$ cat config.mk
export PLATFORM = sky130hd
export DESIGN_NAME = bitset_set_algebra_unit
export DESIGN_NICKNAME = d
export VERILOG_FILES = /design/src/sv/bsau_pkg.sv /design/src/sv/bsau_datapath.sv /design/src/sv/bitset_set_algebra_unit.sv
export SDC_FILE = /design/constraint.sdc
export NUM_CORES = 1
export LEC_CHECK = 0
export BUFFER_PORTS_ARGS = -buffer_cell sky130_fd_sc_hd__buf_4
export CAP_MARGIN = 20
export CORE_UTILIZATION = 60
export DETAILED_ROUTE_END_ITERATION = 8
export HOLD_SLACK_MARGIN = 0.08
export PLACE_DENSITY = 0.81
export SLEW_MARGIN = 20
export SYNTH_ARGS = -nofsm -noshare
export SYNTH_HDL_FRONTEND = slang
export SYNTH_HIERARCHICAL = 1
export SYNTH_SLANG_ARGS = --single-unit
$ cat constraint.sdc
create_clock -name aclk -period 4 [get_ports aclk]
set_clock_uncertainty 0.1 [all_clocks]
set_input_delay 0.4 -clock aclk [delete_from_list [all_inputs] [get_ports aclk]]
set_output_delay 0.4 -clock aclk [all_outputs]
set_load 0.02 [all_outputs]
$ cat src/sv/bsau_pkg.sv
`timescale 1ns / 1ps

package bsau_pkg;

    localparam int SET_WIDTH  = 32;
    localparam int LANE_W     = 8;
    localparam int LANES      = (SET_WIDTH + LANE_W - 1) / LANE_W;
    localparam int PAD_W      = LANES * LANE_W;
    localparam int LANE_CNT_W = $clog2(LANE_W + 1);
    localparam int CNT_W      = $clog2(SET_WIDTH + 1);
    localparam int CMD_W      = 4;
    localparam int COUNT_W    = 6;
    localparam int STAGES     = 4;

    // s_tdata: command, set_a, set_b, zero pad
    localparam int IN_BITS    = CMD_W + 2 * SET_WIDTH;
    localparam int IN_DATA_W  = ((IN_BITS + 7) / 8) * 8;
    // m_tdata: result_set, result_flag, element_count, zero pad
    localparam int OUT_BITS   = SET_WIDTH + 1 + COUNT_W;
    localparam int OUT_DATA_W = ((OUT_BITS + 7) / 8) * 8;

    typedef enum logic [CMD_W-1:0] {
        CMD_EMPTY      = 4'd0,
        CMD_NONEMPTY   = 4'd1,
        CMD_DISJOINT   = 4'd2,
        CMD_OVERLAP    = 4'd3,
        CMD_EQUAL      = 4'd4,
        CMD_SUBSET     = 4'd5,
        CMD_UNION      = 4'd6,
        CMD_INTERSECT  = 4'd7,
        CMD_XOR        = 4'd8,
        CMD_DIFF       = 4'd9,
        CMD_COMPLEMENT = 4'd10,
        CMD_COUNT      = 4'd11,
        CMD_LT         = 4'd12,
        CMD_LE         = 4'd13,
        CMD_GE         = 4'd14,
        CMD_GT         = 4'd15
    } cmd_t;

    typedef logic [SET_WIDTH-1:0] set_t;

    // per-stage load strobes from the handshake control to the datapath
    typedef struct packed {
        logic [STAGES-1:0] load;
    } pipe_ctrl_t;

    function automatic logic [LANE_CNT_W-1:0] lane_pop(input logic [LANE_W-1:0] x);
        logic [LANE_CNT_W-1:0] n;
        n = '0;
        for (int k = 0; k < LANE_W; k++) begin
            n = n + LANE_CNT_W'(x[k]);
        end
        return n;
    endfunction

endpackage

$ cat src/sv/bsau_datapath.sv
`timescale 1ns / 1ps

module bsau_datapath
    import bsau_pkg::*;
(
    input  logic         aclk,
    input  pipe_ctrl_t   ctrl,
    input  cmd_t         command,
    input  set_t         set_a,
    input  set_t         set_b,
    output set_t         result_set,
    output logic         result_flag,
    output logic [COUNT_W-1:0] element_count
);

    // stage 1: registered operands
    cmd_t cmd1_reg;
    set_t a1_reg, b1_reg;

    // stage 2: bitwise results, predicates, word compare, lane counts
    cmd_t cmd2_reg, cmd2_next;
    set_t rs2_reg, rs2_next;
    logic pfl2_reg, pfl2_next;
    logic wlt2_reg, wlt2_next;
    logic weq2_reg, weq2_next;
    logic [LANE_CNT_W-1:0] popa2_reg [LANES];
    logic [LANE_CNT_W-1:0] popb2_reg [LANES];
    logic [LANE_CNT_W-1:0] popa2_next [LANES];
    logic [LANE_CNT_W-1:0] popb2_next [LANES];

    // stage 3: full cardinalities
    cmd_t cmd3_reg;
    set_t rs3_reg;
    logic pfl3_reg, wlt3_reg, weq3_reg;
    logic [CNT_W-1:0] cnta3_reg, cntb3_reg, cnta3_next, cntb3_next;

    // stage 4: output fields
    set_t rs4_reg, rs4_next;
    logic fl4_reg, fl4_next;
    logic [COUNT_W-1:0] cnt4_reg, cnt4_next;

    logic [PAD_W-1:0] a_pad, b_pad;
    logic ord_lt, ord_eq;

    always_ff @(posedge aclk) begin
        if (ctrl.load[0]) begin
            cmd1_reg <= command;
            a1_reg   <= set_a;
            b1_reg   <= set_b;
        end
    end

    always_comb begin
        a_pad = PAD_W'(a1_reg);
        b_pad = PAD_W'(b1_reg);
        for (int i = 0; i < LANES; i++) begin
            popa2_next[i] = lane_pop(a_pad[i*LANE_W +: LANE_W]);
            popb2_next[i] = lane_pop(b_pad[i*LANE_W +: LANE_W]);
        end
        cmd2_next = cmd1_reg;
        wlt2_next = $signed(a1_reg) < $signed(b1_reg);
        weq2_next = a1_reg == b1_reg;
        rs2_next  = '0;
        pfl2_next = 1'b0;
        case (cmd1_reg)
            CMD_EMPTY:      pfl2_next = a1_reg == '0;
            CMD_NONEMPTY:   pfl2_next = a1_reg != '0;
            CMD_DISJOINT:   pfl2_next = (a1_reg & b1_reg) == '0;
            CMD_OVERLAP:    pfl2_next = (a1_reg & b1_reg) != '0;
            CMD_EQUAL:      pfl2_next = a1_reg == b1_reg;
            CMD_SUBSET:     pfl2_next = (a1_reg & ~b1_reg) == '0;
            CMD_UNION:      rs2_next  = a1_reg | b1_reg;
            CMD_INTERSECT:  rs2_next  = a1_reg & b1_reg;
            CMD_XOR:        rs2_next  = a1_reg ^ b1_reg;
            CMD_DIFF:       rs2_next  = a1_reg & ~b1_reg;
            CMD_COMPLEMENT: rs2_next  = ~a1_reg;
            default:        rs2_next  = '0;
        endcase
    end

    always_ff @(posedge aclk) begin
        if (ctrl.load[1]) begin
            cmd2_reg  <= cmd2_next;
            rs2_reg   <= rs2_next;
            pfl2_reg  <= pfl2_next;
            wlt2_reg  <= wlt2_next;
            weq2_reg  <= weq2_next;
            popa2_reg <= popa2_next;
            popb2_reg <= popb2_next;
        end
    end

    always_comb begin
        cnta3_next = '0;
        cntb3_next = '0;
        for (int i = 0; i < LANES; i++) begin
            cnta3_next = cnta3_next + CNT_W'(popa2_reg[i]);
            cntb3_next = cntb3_next + CNT_W'(popb2_reg[i]);
        end
    end

    always_ff @(posedge aclk) begin
        if (ctrl.load[2]) begin
            cmd3_reg  <= cmd2_reg;
            rs3_reg   <= rs2_reg;
            pfl3_reg  <= pfl2_reg;
            wlt3_reg  <= wlt2_reg;
            weq3_reg  <= weq2_reg;
            cnta3_reg <= cnta3_next;
            cntb3_reg <= cntb3_next;
        end
    end

    // cardinality first, signed word compare breaks ties
    assign ord_lt = (cnta3_reg < cntb3_reg) || ((cnta3_reg == cntb3_reg) && wlt3_reg);
    assign ord_eq = (cnta3_reg == cntb3_reg) && weq3_reg;

    always_comb begin
        rs4_next  = rs3_reg;
        fl4_next  = pfl3_reg;
        cnt4_next = '0;
        case (cmd3_reg)
            CMD_COUNT: cnt4_next = COUNT_W'(cnta3_reg);
            CMD_LT:    fl4_next  = ord_lt;
            CMD_LE:    fl4_next  = ord_lt | ord_eq;
            CMD_GE:    fl4_next  = ~ord_lt;
            CMD_GT:    fl4_next  = ~(ord_lt | ord_eq);
            default:   cnt4_next = '0;
        endcase
    end

    always_ff @(posedge aclk) begin
        if (ctrl.load[3]) begin
            rs4_reg  <= rs4_next;
            fl4_reg  <= fl4_next;
            cnt4_reg <= cnt4_next;
        end
    end

    assign result_set    = rs4_reg;
    assign result_flag   = fl4_reg;
    assign element_count = cnt4_reg;

endmodule

$ cat src/sv/bitset_set_algebra_unit.sv
`timescale 1ns / 1ps

// Set-algebra unit on 32-element sets held as words (bit k set: element k present).
// Each beat carries a command and two sets and produces exactly one result beat with
// a result set, a flag and an element count; fields a command does not use read zero.
// The pipeline has four register stages (operand register, bitwise ops with lane
// popcounts and word compare, cardinality sum, final select). When nothing stalls, a
// beat's result is offered on the output once it reaches the final select register, and
// one beat is taken every cycle. Each stage holds its own beat under backpressure and
// keeps filling bubbles, so input is still taken while a finished result waits on the
// output, until every stage holds a beat.

module bitset_set_algebra_unit
    import bsau_pkg::*;
(
    input  logic                  aclk,
    input  logic                  aresetn,
    input  logic                  s_tvalid,
    output logic                  s_tready,
    // command [3:0], set_a [35:4], set_b [67:36], zero pad
    input  logic [IN_DATA_W-1:0]  s_tdata,
    output logic                  m_tvalid,
    input  logic                  m_tready,
    // result_set [31:0], result_flag [32], element_count [38:33], zero pad
    output logic [OUT_DATA_W-1:0] m_tdata
);

    logic [STAGES-1:0] valid_reg, valid_next;
    logic [STAGES-1:0] ready;
    pipe_ctrl_t ctrl;

    set_t result_set;
    logic result_flag;
    logic [COUNT_W-1:0] element_count;

    // a stage may load when it is empty or its beat moves on this cycle
    always_comb begin
        ready[STAGES-1] = ~valid_reg[STAGES-1] | m_tready;
        for (int k = STAGES - 2; k >= 0; k--) begin
            ready[k] = ~valid_reg[k] | ready[k+1];
        end
        ctrl.load = ready;
        valid_next = valid_reg;
        if (ready[0]) begin
            valid_next[0] = s_tvalid;
        end
        for (int k = 1; k < STAGES; k++) begin
            if (ready[k]) begin
                valid_next[k] = valid_reg[k-1];
            end
        end
    end

    always_ff @(posedge aclk) begin
        if (!aresetn) begin
            valid_reg <= '0;
        end else begin
            valid_reg <= valid_next;
        end
    end

    bsau_datapath u_datapath (
        .aclk          (aclk),
        .ctrl          (ctrl),
        .command       (cmd_t'(s_tdata[CMD_W-1:0])),
        .set_a         (s_tdata[CMD_W +: SET_WIDTH]),
        .set_b         (s_tdata[CMD_W + SET_WIDTH +: SET_WIDTH]),
        .result_set    (result_set),
        .result_flag   (result_flag),
        .element_count (element_count)
    );

    assign s_tready = ready[0];
    assign m_tvalid = valid_reg[STAGES-1];
    assign m_tdata  = OUT_DATA_W'({element_count, result_flag, result_set});

endmodule

==> flow_metrics.tcl <==
set metrics [dict create \
    switchingPower_uw 2200 \
    ys_async_sr_fraction 0 \
    cts.repair.resized 0 \
    final_common_cell "sky130_fd_sc_hd__edfxtp_1" \
    count_of_nets_left_with_antenna_violations_after_detail_routing 0 \
    clk_pin_slew_ps 60 \
    globalRouteOverflowTotal 0 \
    floorplan.die.width_um 144 \
    p_sw_frac 0.289 \
    hold_slack_ps 246 \
    post-route-cell-area_um2 14800 \
    avgViaCountPerCell 5.62 \
    maxCapViolations 0 \
    portBuffers 112 \
    tritoncts_buffer_count 23 \
    setup.worst_path.start "u_datapath/a1_reg[0]" \
    post_synth_inst_count 894 \
    chipHeight_um 144 \
    synth_edf_count 229 \
    cell_depth_of_the_worst_flop_to_flop_path 8 \
    syn-mean-instance-area_um2 13.6 \
    drtIter0Drc 748 \
    max_slew.worst_pin.slew_ps 1000 \
    post-route-drc-count 0 \
    wl_met2_mm 14.5 \
    first_global_vias 8042 \
    syn2layout_area_growth_pct 22.1 \
    grt_first_pass_wirelength_mm 44.3 \
    power_leakage_uw 0.00685 \
    status "finished clean" \
    design.portCount 118 \
    final_layout_size_suffix_gt1_frac 0.154 \
    n_fill_cell 1231 \
    maximum_number_of_pins_on_one_net_before_global_route_repair 52 \
    setup_viol 0 \
    internal_power_uw 5410 \
    critical_path.reg2reg.startpoint "u_datapath/a1_reg[0]" \
    yosysUniqueCellTypes 49 \
    worstHoldPathCells 3 \
    worst_setup_path_end_kind "flip-flop" \
    finalWeightedCongestion 0.935 \
    post_route_m1_wl_mm 11.6 \
    synth_area_um2 12100 \
    period_needed_ps 3260 \
    vias 7730 \
    ys.warnings.count 6 \
    source_to_sink_clock_delay_at_the_later_pin_of_the_worst_skew_pair_ps 520 \
    timing.setup.critical_path_class "flip-flop to flip-flop" \
    cts_tree "built" \
    slew_headroom 0.329 \
    comb_power_share 0.278 \
    tritoncts_num_sinks 233 \
    setup.reg_to_reg.worst_slack_ps 740 \
    grt_use_total 0.294 \
    rsz0062_at_grt "no" \
    initial_utilization 0.618 \
    timing.rr.end "u_datapath/popa2_reg[14]" \
    die_area_um2 20800 \
    timing.hold.worst.start "m_tready" \
    antenna_found_initial 1 \
    std_cell_rows 51 \
    critical_path_arrival_ps 3420 \
    worst_setup_path_start_kind "flip-flop" \
    maxUsedRoutingLayer "met4" \
    pwr_density_cell_nw_per_um2 513 \
    peakVddDrop_uv 363 \
    antenna_cells_inserted 0 \
    finalCritPeriodShare 0.814 \
    yosys_register_bits 233 \
    crit_required_ps 4160 \
    sequential_share_of_power 0.438 \
    half_perimeter_wire_length_after_placement_mm 20.1 \
    final_max_slew_viol_count 0 \
    cts-root-buf "sky130_fd_sc_hd__clkbuf_16" \
    maximum_clock_insertion_buffer_count 3 \
    max_clock_freq_ghz 0.307 \
    route.final.wire_length_mm 29.2 \
    met3_length_mm 2.11 \
    drt-wirelength-per-cell_um 21.2 \
    power.share.clock 0.284 \
    final_hold_viol_count 0 \
    syn-num-nets 1159 \
    ys_dominant_reg_cell "sky130_fd_sc_hd__edfxtp_1" \
    placedInstanceArea_um2 13400 \
    worst_min_path_class "input pin to flip-flop" \
    commonest_cells_after_routing_fill_and_taps_aside "sky130_fd_sc_hd__edfxtp_1 (229), sky130_fd_sc_hd__inv_1 (165), sky130_fd_sc_hd__ha_1 (141), sky130_fd_sc_hd__buf_4 (124), sky130_fd_sc_hd__dlygate4sd3_1 (72)" \
    nets 1360 \
    core_um2 19700 \
    worstHoldEndpoint "valid_reg[3]" \
    seq_area_frac_synth 0.573 \
    fin_setup_tns_ps 0 \
    cp_max_fanout 4 \
    cts_htree_levels 1 \
    drtPass1Iterations 5 \
]
## per-stage QoR
stage	setup WS, ps	power (uW)	std cells	utilization
4_1_cts	775	7620	1376	0.755
2_1_floorplan	970	4750	894	-
6_report	742	7600	1376	0.755
3_3_place_gp	819	5200	1263	0.680
3_5_place_dp	788	5380	1263	0.680
5_1_grt	665	8050	1376	0.755
## layer usage
metal	vias up	global-route usage
li1	3566	-
met1	3777	0.381
met2	327	0.497
met3	60	0.0573
met4	0	0.100
met5	-	0
## cell usage after synthesis (2+ instances only)
library cell	instances	share of area
sky130_fd_sc_hd__a2111oi_0	2	0.0014
sky130_fd_sc_hd__o31ai_1	5	0.0031
sky130_fd_sc_hd__nor2b_1	13	0.0067
sky130_fd_sc_hd__nor4_1	25	0.013
sky130_fd_sc_hd__fa_1	48	0.079
sky130_fd_sc_hd__nor3_1	4	0.0016
sky130_fd_sc_hd__a31oi_1	2	0.0010
sky130_fd_sc_hd__nand2_1	37	0.011
sky130_fd_sc_hd__a22oi_1	32	0.020
sky130_fd_sc_hd__nand4_1	6	0.0031
sky130_fd_sc_hd__ha_1	141	0.15
sky130_fd_sc_hd__o21bai_1	2	0.0012
sky130_fd_sc_hd__nor4b_2	2	0.0025
sky130_fd_sc_hd__buf_4	2	0.0012
sky130_fd_sc_hd__and2_1	6	0.0031
sky130_fd_sc_hd__nor2_1	9	0.0028
sky130_fd_sc_hd__or4_1	2	0.0012
sky130_fd_sc_hd__nand4b_1	2	0.0014
sky130_fd_sc_hd__inv_1	166	0.051
sky130_fd_sc_hd__a21o_1	5	0.0031
sky130_fd_sc_hd__xnor2_1	5	0.0036
sky130_fd_sc_hd__o22ai_1	32	0.016
sky130_fd_sc_hd__nand3b_1	2	0.0012
sky130_fd_sc_hd__and4b_1	2	0.0016
sky130_fd_sc_hd__edfxtp_1	229	0.57
sky130_fd_sc_hd__dfxtp_1	4	0.0066
sky130_fd_sc_hd__o21a_1	3	0.0019
sky130_fd_sc_hd__nand3_1	3	0.0012
sky130_fd_sc_hd__a21oi_1	58	0.024
sky130_fd_sc_hd__clkbuf_1	18	0.0056
sky130_fd_sc_hd__xor2_1	9	0.0065
## area by class of cell
class                      count  area, um2  area share
clock inverter                12        145     0.00979
timing repair buffer         196       1650       0.111
multi-input combinational    474       4510       0.304
inverter                     167        628      0.0424
sequential                   233       6960       0.469
tap                          265        332      0.0224
clock buffer                  29        608      0.0410
## critical path: stages, from the launching register on
cell and delay (ps):
sky130_fd_sc_hd__edfxtp_1 420, sky130_fd_sc_hd__inv_1 140, sky130_fd_sc_hd__fa_1 610, sky130_fd_sc_hd__fa_1 450
sky130_fd_sc_hd__fa_1 490, sky130_fd_sc_hd__inv_1 40, sky130_fd_sc_hd__ha_1 190, sky130_fd_sc_hd__fa_1 380
sky130_fd_sc_hd__xor2_1 170
## power by group through the flow
| stage | Sequential (uW) | Combinational, uW | Clock [uW] |
|---|---|---|---|
| 6_report | 3330 | 2110 | 2160 |
| 3_3_place_gp | 3350 | 1850 | 0 |
| 4_1_cts | 3330 | 2120 | 2170 |
| 3_5_place_dp | 3380 | 2000 | 0 |
| 2_1_floorplan | 3340 | 1420 | 0 |
| 5_1_grt | 3360 | 2420 | 2270 |
## cell families (layout without fill, tap and decap cells)
group	count (synthesis)	after routing	share of synthesized area
buffers and inverters	187	404	0.0584
adder cells (fa/ha/maj)	189	189	0.224
multiplexers	1	1	0.000824
AO/OA/AOI/OAI	148	148	0.0766
XOR/XNOR	14	14	0.0101
flip-flops	233	233	0.573
AND/OR/NAND/NOR	121	121	0.0568
other	1	1	0.000309
## worst max-delay path by stage
| stage | to | slack (ps) | cells after the start |
|---|---|---|---|
| detailed placement | u_datapath/popa2_reg[14] | 790 | 8 |
| CTS | u_datapath/popa2_reg[14] | 780 | 8 |
| global route | u_datapath/popa2_reg[14] | 670 | 8 |
| finish | u_datapath/popa2_reg[14] | 740 | 8 |
| global placement | u_datapath/popa2_reg[14] | 820 | 8 |
| floorplan | u_datapath/popa2_reg[14] | 970 | 8 |
## timing repair
item | 4_1_cts | 5_1_grt
endpoints found under the hold margin | 72 | 0
hold buffers | 72 | 0
buffers inserted | 0 | 0
Note: power is estimated with default switching activity, not from simulation.
